[src/hdl/crc24k_pkg.sv]
package crc24k_pkg;

  // Key and seed lengths in bytes; one cell per byte
  localparam int unsigned KEY_BYTES  = 8;
  localparam int unsigned SEED_BYTES = 8;
  localparam int unsigned NUM_CELLS  = KEY_BYTES + SEED_BYTES;

  localparam int unsigned KEY_W   = 64;
  localparam int unsigned SEED_W  = 64;
  localparam int unsigned COUNT_W = 4;
  localparam int unsigned HASH_W  = 24;
  localparam int unsigned ORDER_W = 2;
  localparam int unsigned CFG_W   = 64;

  // OpenPGP CRC-24: initial value and polynomial without its top bit
  localparam logic [HASH_W-1:0] CRC_INIT = 24'hB704CE;
  localparam logic [HASH_W-1:0] CRC_POLY = 24'h864CFB;

  // Order codes, two's complement
  localparam logic [ORDER_W-1:0] ORDER_GT = 2'b01;
  localparam logic [ORDER_W-1:0] ORDER_LT = 2'b11;
  localparam logic [ORDER_W-1:0] ORDER_EQ = 2'b00;

  // Configuration register indexes
  typedef enum logic [1:0] {
    CFG_SEED_BYTES = 2'd0,
    CFG_SEED_COUNT = 2'd1
  } cfg_reg_e;

  // Payload handed from cell to cell
  typedef struct packed {
    logic [HASH_W-1:0] crc_a;
    logic [HASH_W-1:0] crc_b;
    logic [KEY_W-1:0]  rest_a;
    logic [KEY_W-1:0]  rest_b;
  } cell_t;

  // One byte of bitwise CRC-24, MSB first
  function automatic logic [HASH_W-1:0] crc_byte(input logic [HASH_W-1:0] crc,
                                                 input logic [7:0] data);
    logic [HASH_W-1:0] c;
    logic              top;
    c = crc ^ {data, 16'h0000};
    for (int k = 0; k < 8; k++) begin
      top = c[HASH_W-1];
      c   = {c[HASH_W-2:0], 1'b0} ^ (top ? CRC_POLY : '0);
    end
    return c;
  endfunction

endpackage

[src/hdl/crc24k_cell.sv]
module crc24k_cell
  import crc24k_pkg::*;
(
  input  logic        clk_i,
  input  logic        rst_ni,
  input  logic        en_i,
  input  logic        valid_i,
  input  cell_t       stage_i,
  input  logic        from_key_i,
  input  logic        apply_i,
  input  logic [7:0]  seed_byte_i,
  output logic        valid_o,
  output cell_t       stage_o
);

  logic       valid_q;
  cell_t      stage_q;
  cell_t      stage_d;
  logic [7:0] byte_a;
  logic [7:0] byte_b;

  // Pick this cell's byte: next key byte or a seed byte
  always_comb begin
    byte_a = from_key_i ? stage_i.rest_a[7:0] : seed_byte_i;
    byte_b = from_key_i ? stage_i.rest_b[7:0] : seed_byte_i;
  end

  // Fold one byte into both running CRCs when apply_i is set, and drop the consumed key byte
  always_comb begin
    stage_d.crc_a  = apply_i ? crc_byte(stage_i.crc_a, byte_a) : stage_i.crc_a;
    stage_d.crc_b  = apply_i ? crc_byte(stage_i.crc_b, byte_b) : stage_i.crc_b;
    stage_d.rest_a = stage_i.rest_a >> 8;
    stage_d.rest_b = stage_i.rest_b >> 8;
  end

  // Advance the valid flag when the chain moves
  always_ff @(posedge clk_i or negedge rst_ni) begin
    if (!rst_ni) begin
      valid_q <= 1'b0;
    end else if (en_i) begin
      valid_q <= valid_i;
    end
  end

  // Hold payload on stall
  always_ff @(posedge clk_i) begin
    if (en_i) begin
      stage_q <= stage_d;
    end
  end

  assign valid_o = valid_q;
  assign stage_o = stage_q;

endmodule

[src/hdl/crc24k_out.sv]
module crc24k_out
  import crc24k_pkg::*;
(
  input  logic                clk_i,
  input  logic                rst_ni,
  input  logic                valid_i,
  input  cell_t               stage_i,
  output logic                en_o,
  output logic                valid_o,
  input  logic                ready_i,
  output logic [HASH_W-1:0]   hash_a_o,
  output logic [HASH_W-1:0]   hash_b_o,
  output logic [ORDER_W-1:0]  order_o
);

  logic               valid_q;
  logic [HASH_W-1:0]  hash_a_q;
  logic [HASH_W-1:0]  hash_b_q;
  logic [ORDER_W-1:0] order_q;
  logic [ORDER_W-1:0] order_d;

  // The chain moves whenever the output register is empty or being drained
  assign en_o = !valid_q || ready_i;

  // Compare the finished hashes
  always_comb begin
    if (stage_i.crc_a > stage_i.crc_b) begin
      order_d = ORDER_GT;
    end else if (stage_i.crc_b > stage_i.crc_a) begin
      order_d = ORDER_LT;
    end else begin
      order_d = ORDER_EQ;
    end
  end

  // Output valid flag
  always_ff @(posedge clk_i or negedge rst_ni) begin
    if (!rst_ni) begin
      valid_q <= 1'b0;
    end else if (en_o) begin
      valid_q <= valid_i;
    end
  end

  // Output payload
  always_ff @(posedge clk_i) begin
    if (en_o) begin
      hash_a_q <= stage_i.crc_a;
      hash_b_q <= stage_i.crc_b;
      order_q  <= order_d;
    end
  end

  assign valid_o  = valid_q;
  assign hash_a_o = hash_a_q;
  assign hash_b_o = hash_b_q;
  assign order_o  = order_q;

endmodule

[src/hdl/seeded_crc24_key_comparator.sv]
// Seeded CRC-24 key comparator. Each transaction on the slave stream carries
// two 64-bit keys; each key is hashed with the OpenPGP CRC-24 (init 0xB704CE,
// poly 0x1864CFB, no final xor), fed least significant byte first, then
// continued over the first seed_count bytes of seed_bytes (byte 0 in bits
// 7:0, counts above 8 act as 8). The master stream returns both hashes and
// their order (+1, -1 or 0). A row of 16 cells, one per key or seed byte,
// folds one byte per cycle into both CRCs, followed by a compare and output
// register: a new key pair is taken every cycle, and the whole row stalls
// only while a result waits in the output register.
// Configuration register 0 is seed_bytes, register 1 is seed_count; write
// them only while no transaction is in flight.
module seeded_crc24_key_comparator
  import crc24k_pkg::*;
(
  input  logic          clk_i,
  input  logic          rst_ni,
  // Key pair input
  input  logic          s_axis_tvalid,
  output logic          s_axis_tready,
  input  logic [127:0]  s_axis_tdata,  // [63:0] key_a, [127:64] key_b
  // Result output
  output logic          m_axis_tvalid,
  input  logic          m_axis_tready,
  output logic [55:0]   m_axis_tdata,  // [23:0] hash_a, [47:24] hash_b,
                                       // [49:48] order, [55:50] zero
  // Configuration writes
  input  logic          cfg_valid_i,
  output logic          cfg_ready_o,
  input  logic [1:0]    cfg_index_i,
  input  logic [63:0]   cfg_data_i
);

  logic [SEED_W-1:0]  seed_bytes_q;
  logic [COUNT_W-1:0] seed_count_q;
  logic               en;
  logic               valid_w [NUM_CELLS+1];
  cell_t              stage_w [NUM_CELLS+1];
  logic [HASH_W-1:0]  hash_a;
  logic [HASH_W-1:0]  hash_b;
  logic [ORDER_W-1:0] order;

  // Configuration registers, writes always taken
  assign cfg_ready_o = 1'b1;

  always_ff @(posedge clk_i or negedge rst_ni) begin
    if (!rst_ni) begin
      seed_bytes_q <= '0;
      seed_count_q <= '0;
    end else if (cfg_valid_i) begin
      case (cfg_reg_e'(cfg_index_i))
        CFG_SEED_BYTES: seed_bytes_q <= cfg_data_i;
        CFG_SEED_COUNT: seed_count_q <= cfg_data_i[COUNT_W-1:0];
        default: ;
      endcase
    end
  end

  // Feed the head of the chain
  assign s_axis_tready = en;
  assign valid_w[0]    = s_axis_tvalid;
  always_comb begin
    stage_w[0].crc_a  = CRC_INIT;
    stage_w[0].crc_b  = CRC_INIT;
    stage_w[0].rest_a = s_axis_tdata[KEY_W-1:0];
    stage_w[0].rest_b = s_axis_tdata[2*KEY_W-1:KEY_W];
  end

  // Row of byte cells: key bytes first, then seed bytes
  for (genvar g = 0; g < NUM_CELLS; g++) begin : g_cell
    if (g < KEY_BYTES) begin : g_key
      crc24k_cell u_cell (
        .clk_i       (clk_i),
        .rst_ni      (rst_ni),
        .en_i        (en),
        .valid_i     (valid_w[g]),
        .stage_i     (stage_w[g]),
        .from_key_i  (1'b1),
        .apply_i     (1'b1),
        .seed_byte_i (8'h00),
        .valid_o     (valid_w[g+1]),
        .stage_o     (stage_w[g+1])
      );
    end else begin : g_seed
      localparam int unsigned SeedIdx = g - KEY_BYTES;
      logic apply;
      // Seed byte j is used when j < seed_count; counts above the row saturate
      assign apply = seed_count_q > COUNT_W'(SeedIdx);
      crc24k_cell u_cell (
        .clk_i       (clk_i),
        .rst_ni      (rst_ni),
        .en_i        (en),
        .valid_i     (valid_w[g]),
        .stage_i     (stage_w[g]),
        .from_key_i  (1'b0),
        .apply_i     (apply),
        .seed_byte_i (seed_bytes_q[8*SeedIdx +: 8]),
        .valid_o     (valid_w[g+1]),
        .stage_o     (stage_w[g+1])
      );
    end
  end

  // Compare and output register
  crc24k_out u_out (
    .clk_i    (clk_i),
    .rst_ni   (rst_ni),
    .valid_i  (valid_w[NUM_CELLS]),
    .stage_i  (stage_w[NUM_CELLS]),
    .en_o     (en),
    .valid_o  (m_axis_tvalid),
    .ready_i  (m_axis_tready),
    .hash_a_o (hash_a),
    .hash_b_o (hash_b),
    .order_o  (order)
  );

  assign m_axis_tdata = {6'b000000, order, hash_b, hash_a};

endmodule

[config.mk]
export PLATFORM = sky130hd
export DESIGN_NAME = seeded_crc24_key_comparator
export DESIGN_NICKNAME = d
export VERILOG_FILES = /design/src/hdl/crc24k_pkg.sv /design/src/hdl/crc24k_cell.sv /design/src/hdl/crc24k_out.sv /design/src/hdl/seeded_crc24_key_comparator.sv
export SDC_FILE = /design/constraint.sdc
export NUM_CORES = 2
export LEC_CHECK = 0
export BUFFER_PORTS_ARGS = -buffer_cell sky130_fd_sc_hd__buf_4
export CAP_MARGIN = 25
export CELL_PAD_IN_SITES_DETAIL_PLACEMENT = 2
export CELL_PAD_IN_SITES_GLOBAL_PLACEMENT = 2
export CORE_ASPECT_RATIO = 0.9
export CORE_MARGIN = 5
export CORE_UTILIZATION = 45
export DETAILED_ROUTE_END_ITERATION = 6
export PLACE_DENSITY = 0.84
export SLEW_MARGIN = 20
export SYNTH_ARGS = -nofsm -noshare
export SYNTH_HDL_FRONTEND = slang
export SYNTH_SLANG_ARGS = --single-unit
[constraint.sdc]
create_clock -name clk_i -period 59.1 [get_ports clk_i]
set_input_delay 8.865 -clock clk_i [delete_from_list [all_inputs] [get_ports clk_i]]
set_output_delay 8.865 -clock clk_i [all_outputs]
set_load 0.01 [all_outputs]
# Word-level counts from Yosys, hierarchy flattened
# Index checks and enable logic that the tools add are counted.
# W data, S select, Z words.
[classes]
n_mux = 273
reduce_logical = 5
n_eq_ne = 1
order_cmp = 10
n_bitwise = 288
[op_table]
columns = ["operator", "n"]
rows = [
  ["$xor A24 B24 Y24", 286],
  ["$mux W24", 272],
  ["$gt A24 B24 Y1", 2],
  ["$not A12 Y12", 2],
  ["$gt A4 B3 Y1 const B", 4],
  ["$gt A4 B1 Y1 const B", 2],
  ["$gt A4 B2 Y1 const B", 2],
  ["$reduce_and A2 Y1", 2],
  ["$eq A2 B1 Y1 const B", 1],
  ["$logic_not A2 Y1", 1],
  ["$mux W2", 1],
  ["$logic_not A1 Y1", 1],
  ["$logic_or A1 B1 Y1", 1],
]
[word_totals]
wordCells = 645
ff_bits = 1351
in_bits = 199
out_inout_bits = 59

# Longest topological paths before layout
[logic_depth]
ltp_word = 18
mapped_depth = 8
mapped_depth_nobuf = 8

# Cells and area by module
# From an unflattened synthesis, not the netlist that was laid out.
[hier_totals]
hier_cells = 6494
hier_area_um2 = 115891.1
[by_module_without_submodules]
columns = ["mod", "cells_per_inst", "seq_area_each_um2", "area_each_um2", "instances"]
rows = [
  ["crc24k_cell", 387, 4829.6, 6922.9, 16],
  ["seeded_crc24_key_comparator", 163, 1701.6, 2961.6, 1],
  ["crc24k_out", 139, 1526.5, 2163.3, 1],
]

# Least setup slack after synthesis
# No wires, ideal clock.
[synth_path]
path_type = "input to output"
start = "input port m_axis_tready"
end = "output port s_axis_tready"
required_ns = 50.235
path_buffers = 2
arrival_ns = 43.452
cell_stages = 4
slack_ns = 6.783
cell_sequence = "nor2b_1 > clkbuf_1 > clkinv_1 > clkbuf_1"
[synth_via]
elab_chain_cells = 1
[synth_lines]
columns = ["item", "line", "text"]
rows = [
  ["start: declaration", "seeded_crc24_key_comparator.sv:23", "input logic m_axis_tready,"],
  ["$logic_or A1 B1 Y1", "crc24k_out.sv:23", "assign en_o = !valid_q || ready_i;"],
  ["end: declaration", "seeded_crc24_key_comparator.sv:19", "output logic s_axis_tready,"],
]
# No other way between the ends.

# Worst setup path after layout
# Same ends and word-level chain as after synthesis.

==> impl_metrics.json <==
{
  "drive_gt1_frac": 0.143,
  "grt_pass1_wl_um": 266000,
  "postCtsHoldBufs": 0,
  "fmax_mhz": 53.4,
  "path_class": "input port to output port",
  "io_buffers": 250,
  "async_flop_share": 0.0629,
  "grt_use_total": 0.245,
  "vias": 34200,
  "routed_wl_um": 181000,
  "dieHeight_um": 364,
  "syn_inst": 4254,
  "num_io_pins": 258,
  "most-common-layout-cells": "edfxtp_1 (1266), xnor2_1 (1264), xor2_1 (419)",
  "cts_num_sinks": 1351,
  "endpoint_kind": "output port",
  "synth_top_family_by_area": "XOR/XNOR gates",
  "final.min_clock_period_ps": 18730,
  "max_cap_viol_count": 0,
  "avgSynthCellArea_um2": 14.7,
  "h-tree-depth": 4,
  "slew_headroom": 0.270,
  "mostFrequentLayoutCell": "edfxtp_1",
  "ys_types": 45,
  "top_usage_layer": "met2",
  "cp.required_ps": 50240,
  "root_buffer": "clkbuf_16",
  "final_max_slew_viol_count": 0,
  "ctsResizeCount": 0,
  "fin_skew_ps": 31.0,
  "clk_latency_ps": 800,
  "path_common_cell": "buf_4",
  "path_clk_slew_ps": 60,
  "crit_fanout": 39,
  "numCtsBuffers": 146,
  "ys_ff_latch": 1351,
  "grt_pass1_vias": 39000,
  "setup_viol": 0,
  "synth_fa_ha_area_frac": 0.00480,
  "use_met1": 0.280,
  "dieArea_mm2": 0.147,
  "grt_max_degree": 191,
  "utilization": 0.520,
  "crit_slowest_cell": "buf_4",
  "use_met2": 0.475,
  "period_share": 0.317,
  "critical-path-max-stage-delay_ps": 280,
  "syn2layout_area_growth_pct": 14.6,
  "viasPerCell": 5.23,
  "core_mm2": 0.138,
  "post_drt_wl_per_cell_um": 27.7,
  "post-cts-setup-buffers": 0,
  "row_count": 129,
  "synth_ff_type": "edfxtp_1",
  "clockBufferDepth": 3,
  "fin_nets": 4816,
  "drtIter0Drc": 2224,
  "overflow": 0,
  "syn-cell-area_mm2": 0.0626,
  "drt_pre_antenna_iters": 5,
  "ant_nets": 0,
  "rsz0062_at_grt": "false",
  "cp.arrival_ps": 9860,
  "yosysWarnings": 0,
  "critPathLaunchType": "input port",
  "path_cells": "buf_4 > nor2b_1 > buf_4 > inv_8 > buf_4",
  "die_w_um": 403,
  "worst_pin_slew_ps": 1090,
  "remaining_drc_errors": 0,
  "status": "finished, final reports clean",
  "synth_xor_area_frac": 0.265,
  "synth_mux_area_frac": 0.0182,
  "gp_congestion": 0.835,
  "hp-class": "flop to flop",
  "initial_utilization": 0.454,
  "tritoncts": "built",
  "synth_compound_area_frac": 0.0308,
  "antenna_found_initial": 2,
  "yosys.area_share.simple": 0.0299,
  "seq_area_frac_synth": 0.642,
  "use_met3": 0.0326,
  "tns_ps": 0,
  "post-dp-hpwl_um": 126000,
  "synth_edf_count": 1266,
  "hold_viol": 0
}
[layer usage]
layer,vias up,wire [um]
li1,15400,-
met1,17800,68900
met5,-,13
met3,270,6180
met4,2,5160
met2,735,101000
[layout make-up]
type / instances / area (um2)
Antenna cell: 1 / 2.50
Inverter: 44 / 173
Fill cell: 12800 / 66200
Clock inverter: 61 / 796
Clock buffer: 207 / 4060
Sequential cell: 1351 / 40100
Timing Repair Buffer: 292 / 2280
Tap cell: 1834 / 2290
Multi-Input combinational cell: 2758 / 21900
[worst max-delay path, delay by kind of cell]
kind	cells	cell delay, ps
buffers and inverters	4	780
and+or+nand+nor	1	150
[state kept, by name, indices dropped and copies added, names as in the netlist]
| name | flops |
|---|---|
| g_cell.g_key.u_cell.stage_o | 832 |
| g_cell.g_seed.u_cell.stage_o | 384 |
| seed_bytes_q | 64 |
| u_out.hash_a_o | 24 |
| u_out.hash_b_o | 24 |
| g_cell.g_key.u_cell.valid_o | 8 |
| g_cell.g_seed.u_cell.valid_o | 8 |
| seed_count_q | 4 |
| u_out.order_o | 2 |
| u_out.valid_o | 1 |
[through the flow]
| stage | instances | setup WS, ps | hold slack [ps] | instance area [um2] |
|---|---|---|---|---|
| after floorplan | 4259 | 6780 | 400 | 62600 |
| after global placement | 6275 | 40440 | 401 | 66700 |
| after detailed placement | 6277 | 40420 | 405 | 66700 |
| after CTS | 6545 | 40410 | 420 | 71600 |
| after global routing | 6547 | 40360 | 423 | 71700 |
| final | 6548 | 40370 | 416 | 71700 |
[logic make-up (layout without fill, tap and decap cells)]
family	Yosys count	in the layout
buf+inv	150	604
other cells	2	8
compound gates	375	375
fa+ha+maj	24	24
simple gates	475	475
mux	101	101
flops	1351	1351
xor+xnor	1776	1776
[worst paths after layout]
| kind | slack, ps | from | cells past startpoint | endpoint |
|---|---|---|---|---|
| setup / recovery | 40370 | m_axis_tready | 5 | s_axis_tready |
| hold / removal | 420 | g_cell[3].g_key.u_cell.stage_o[23] | 0 | g_cell[4].g_key.u_cell.stage_o[15] |
| setup reg to reg | 54040 | u_out.valid_o | 8 | g_cell[1].g_key.u_cell.stage_o[31] |
| hold reg to reg | 420 | g_cell[3].g_key.u_cell.stage_o[23] | 0 | g_cell[4].g_key.u_cell.stage_o[15] |
| max in group asynchronous | 49810 | rst_ni | 2 | seed_bytes_q[44] |
| min in group asynchronous | 8050 | rst_ni | 1 | seed_bytes_q[14] |
[Yosys cell counts (4+ instances only)]
master | instances | area share
nand2_1 | 279 | 0.017
buf_4 | 7 | 0.00084
xnor2_1 | 1266 | 0.18
xor3_1 | 8 | 0.0030
buf_1 | 4 | 0.00024
dfrtp_1 | 85 | 0.034
ha_1 | 24 | 0.0048
xor2_1 | 419 | 0.059
xnor2_2 | 37 | 0.0096
nor4_1 | 6 | 0.00060
a21oi_1 | 141 | 0.011
o21ai_1 | 5 | 0.00040
o21ai_0 | 215 | 0.017
xor2_2 | 8 | 0.0021
edfxtp_1 | 1266 | 0.61
xor3_2 | 7 | 0.0028
nand3_1 | 15 | 0.0012
mux2_2 | 101 | 0.018
nor3_1 | 8 | 0.00064
nor2_1 | 154 | 0.0092
clkbuf_1 | 93 | 0.0056
xnor3_1 | 24 | 0.0086
inv_1 | 43 | 0.0026
Power is left out: the tool's default activity adds up to more than one toggle a clock period on the data nets, which glitch-free logic cannot reach.
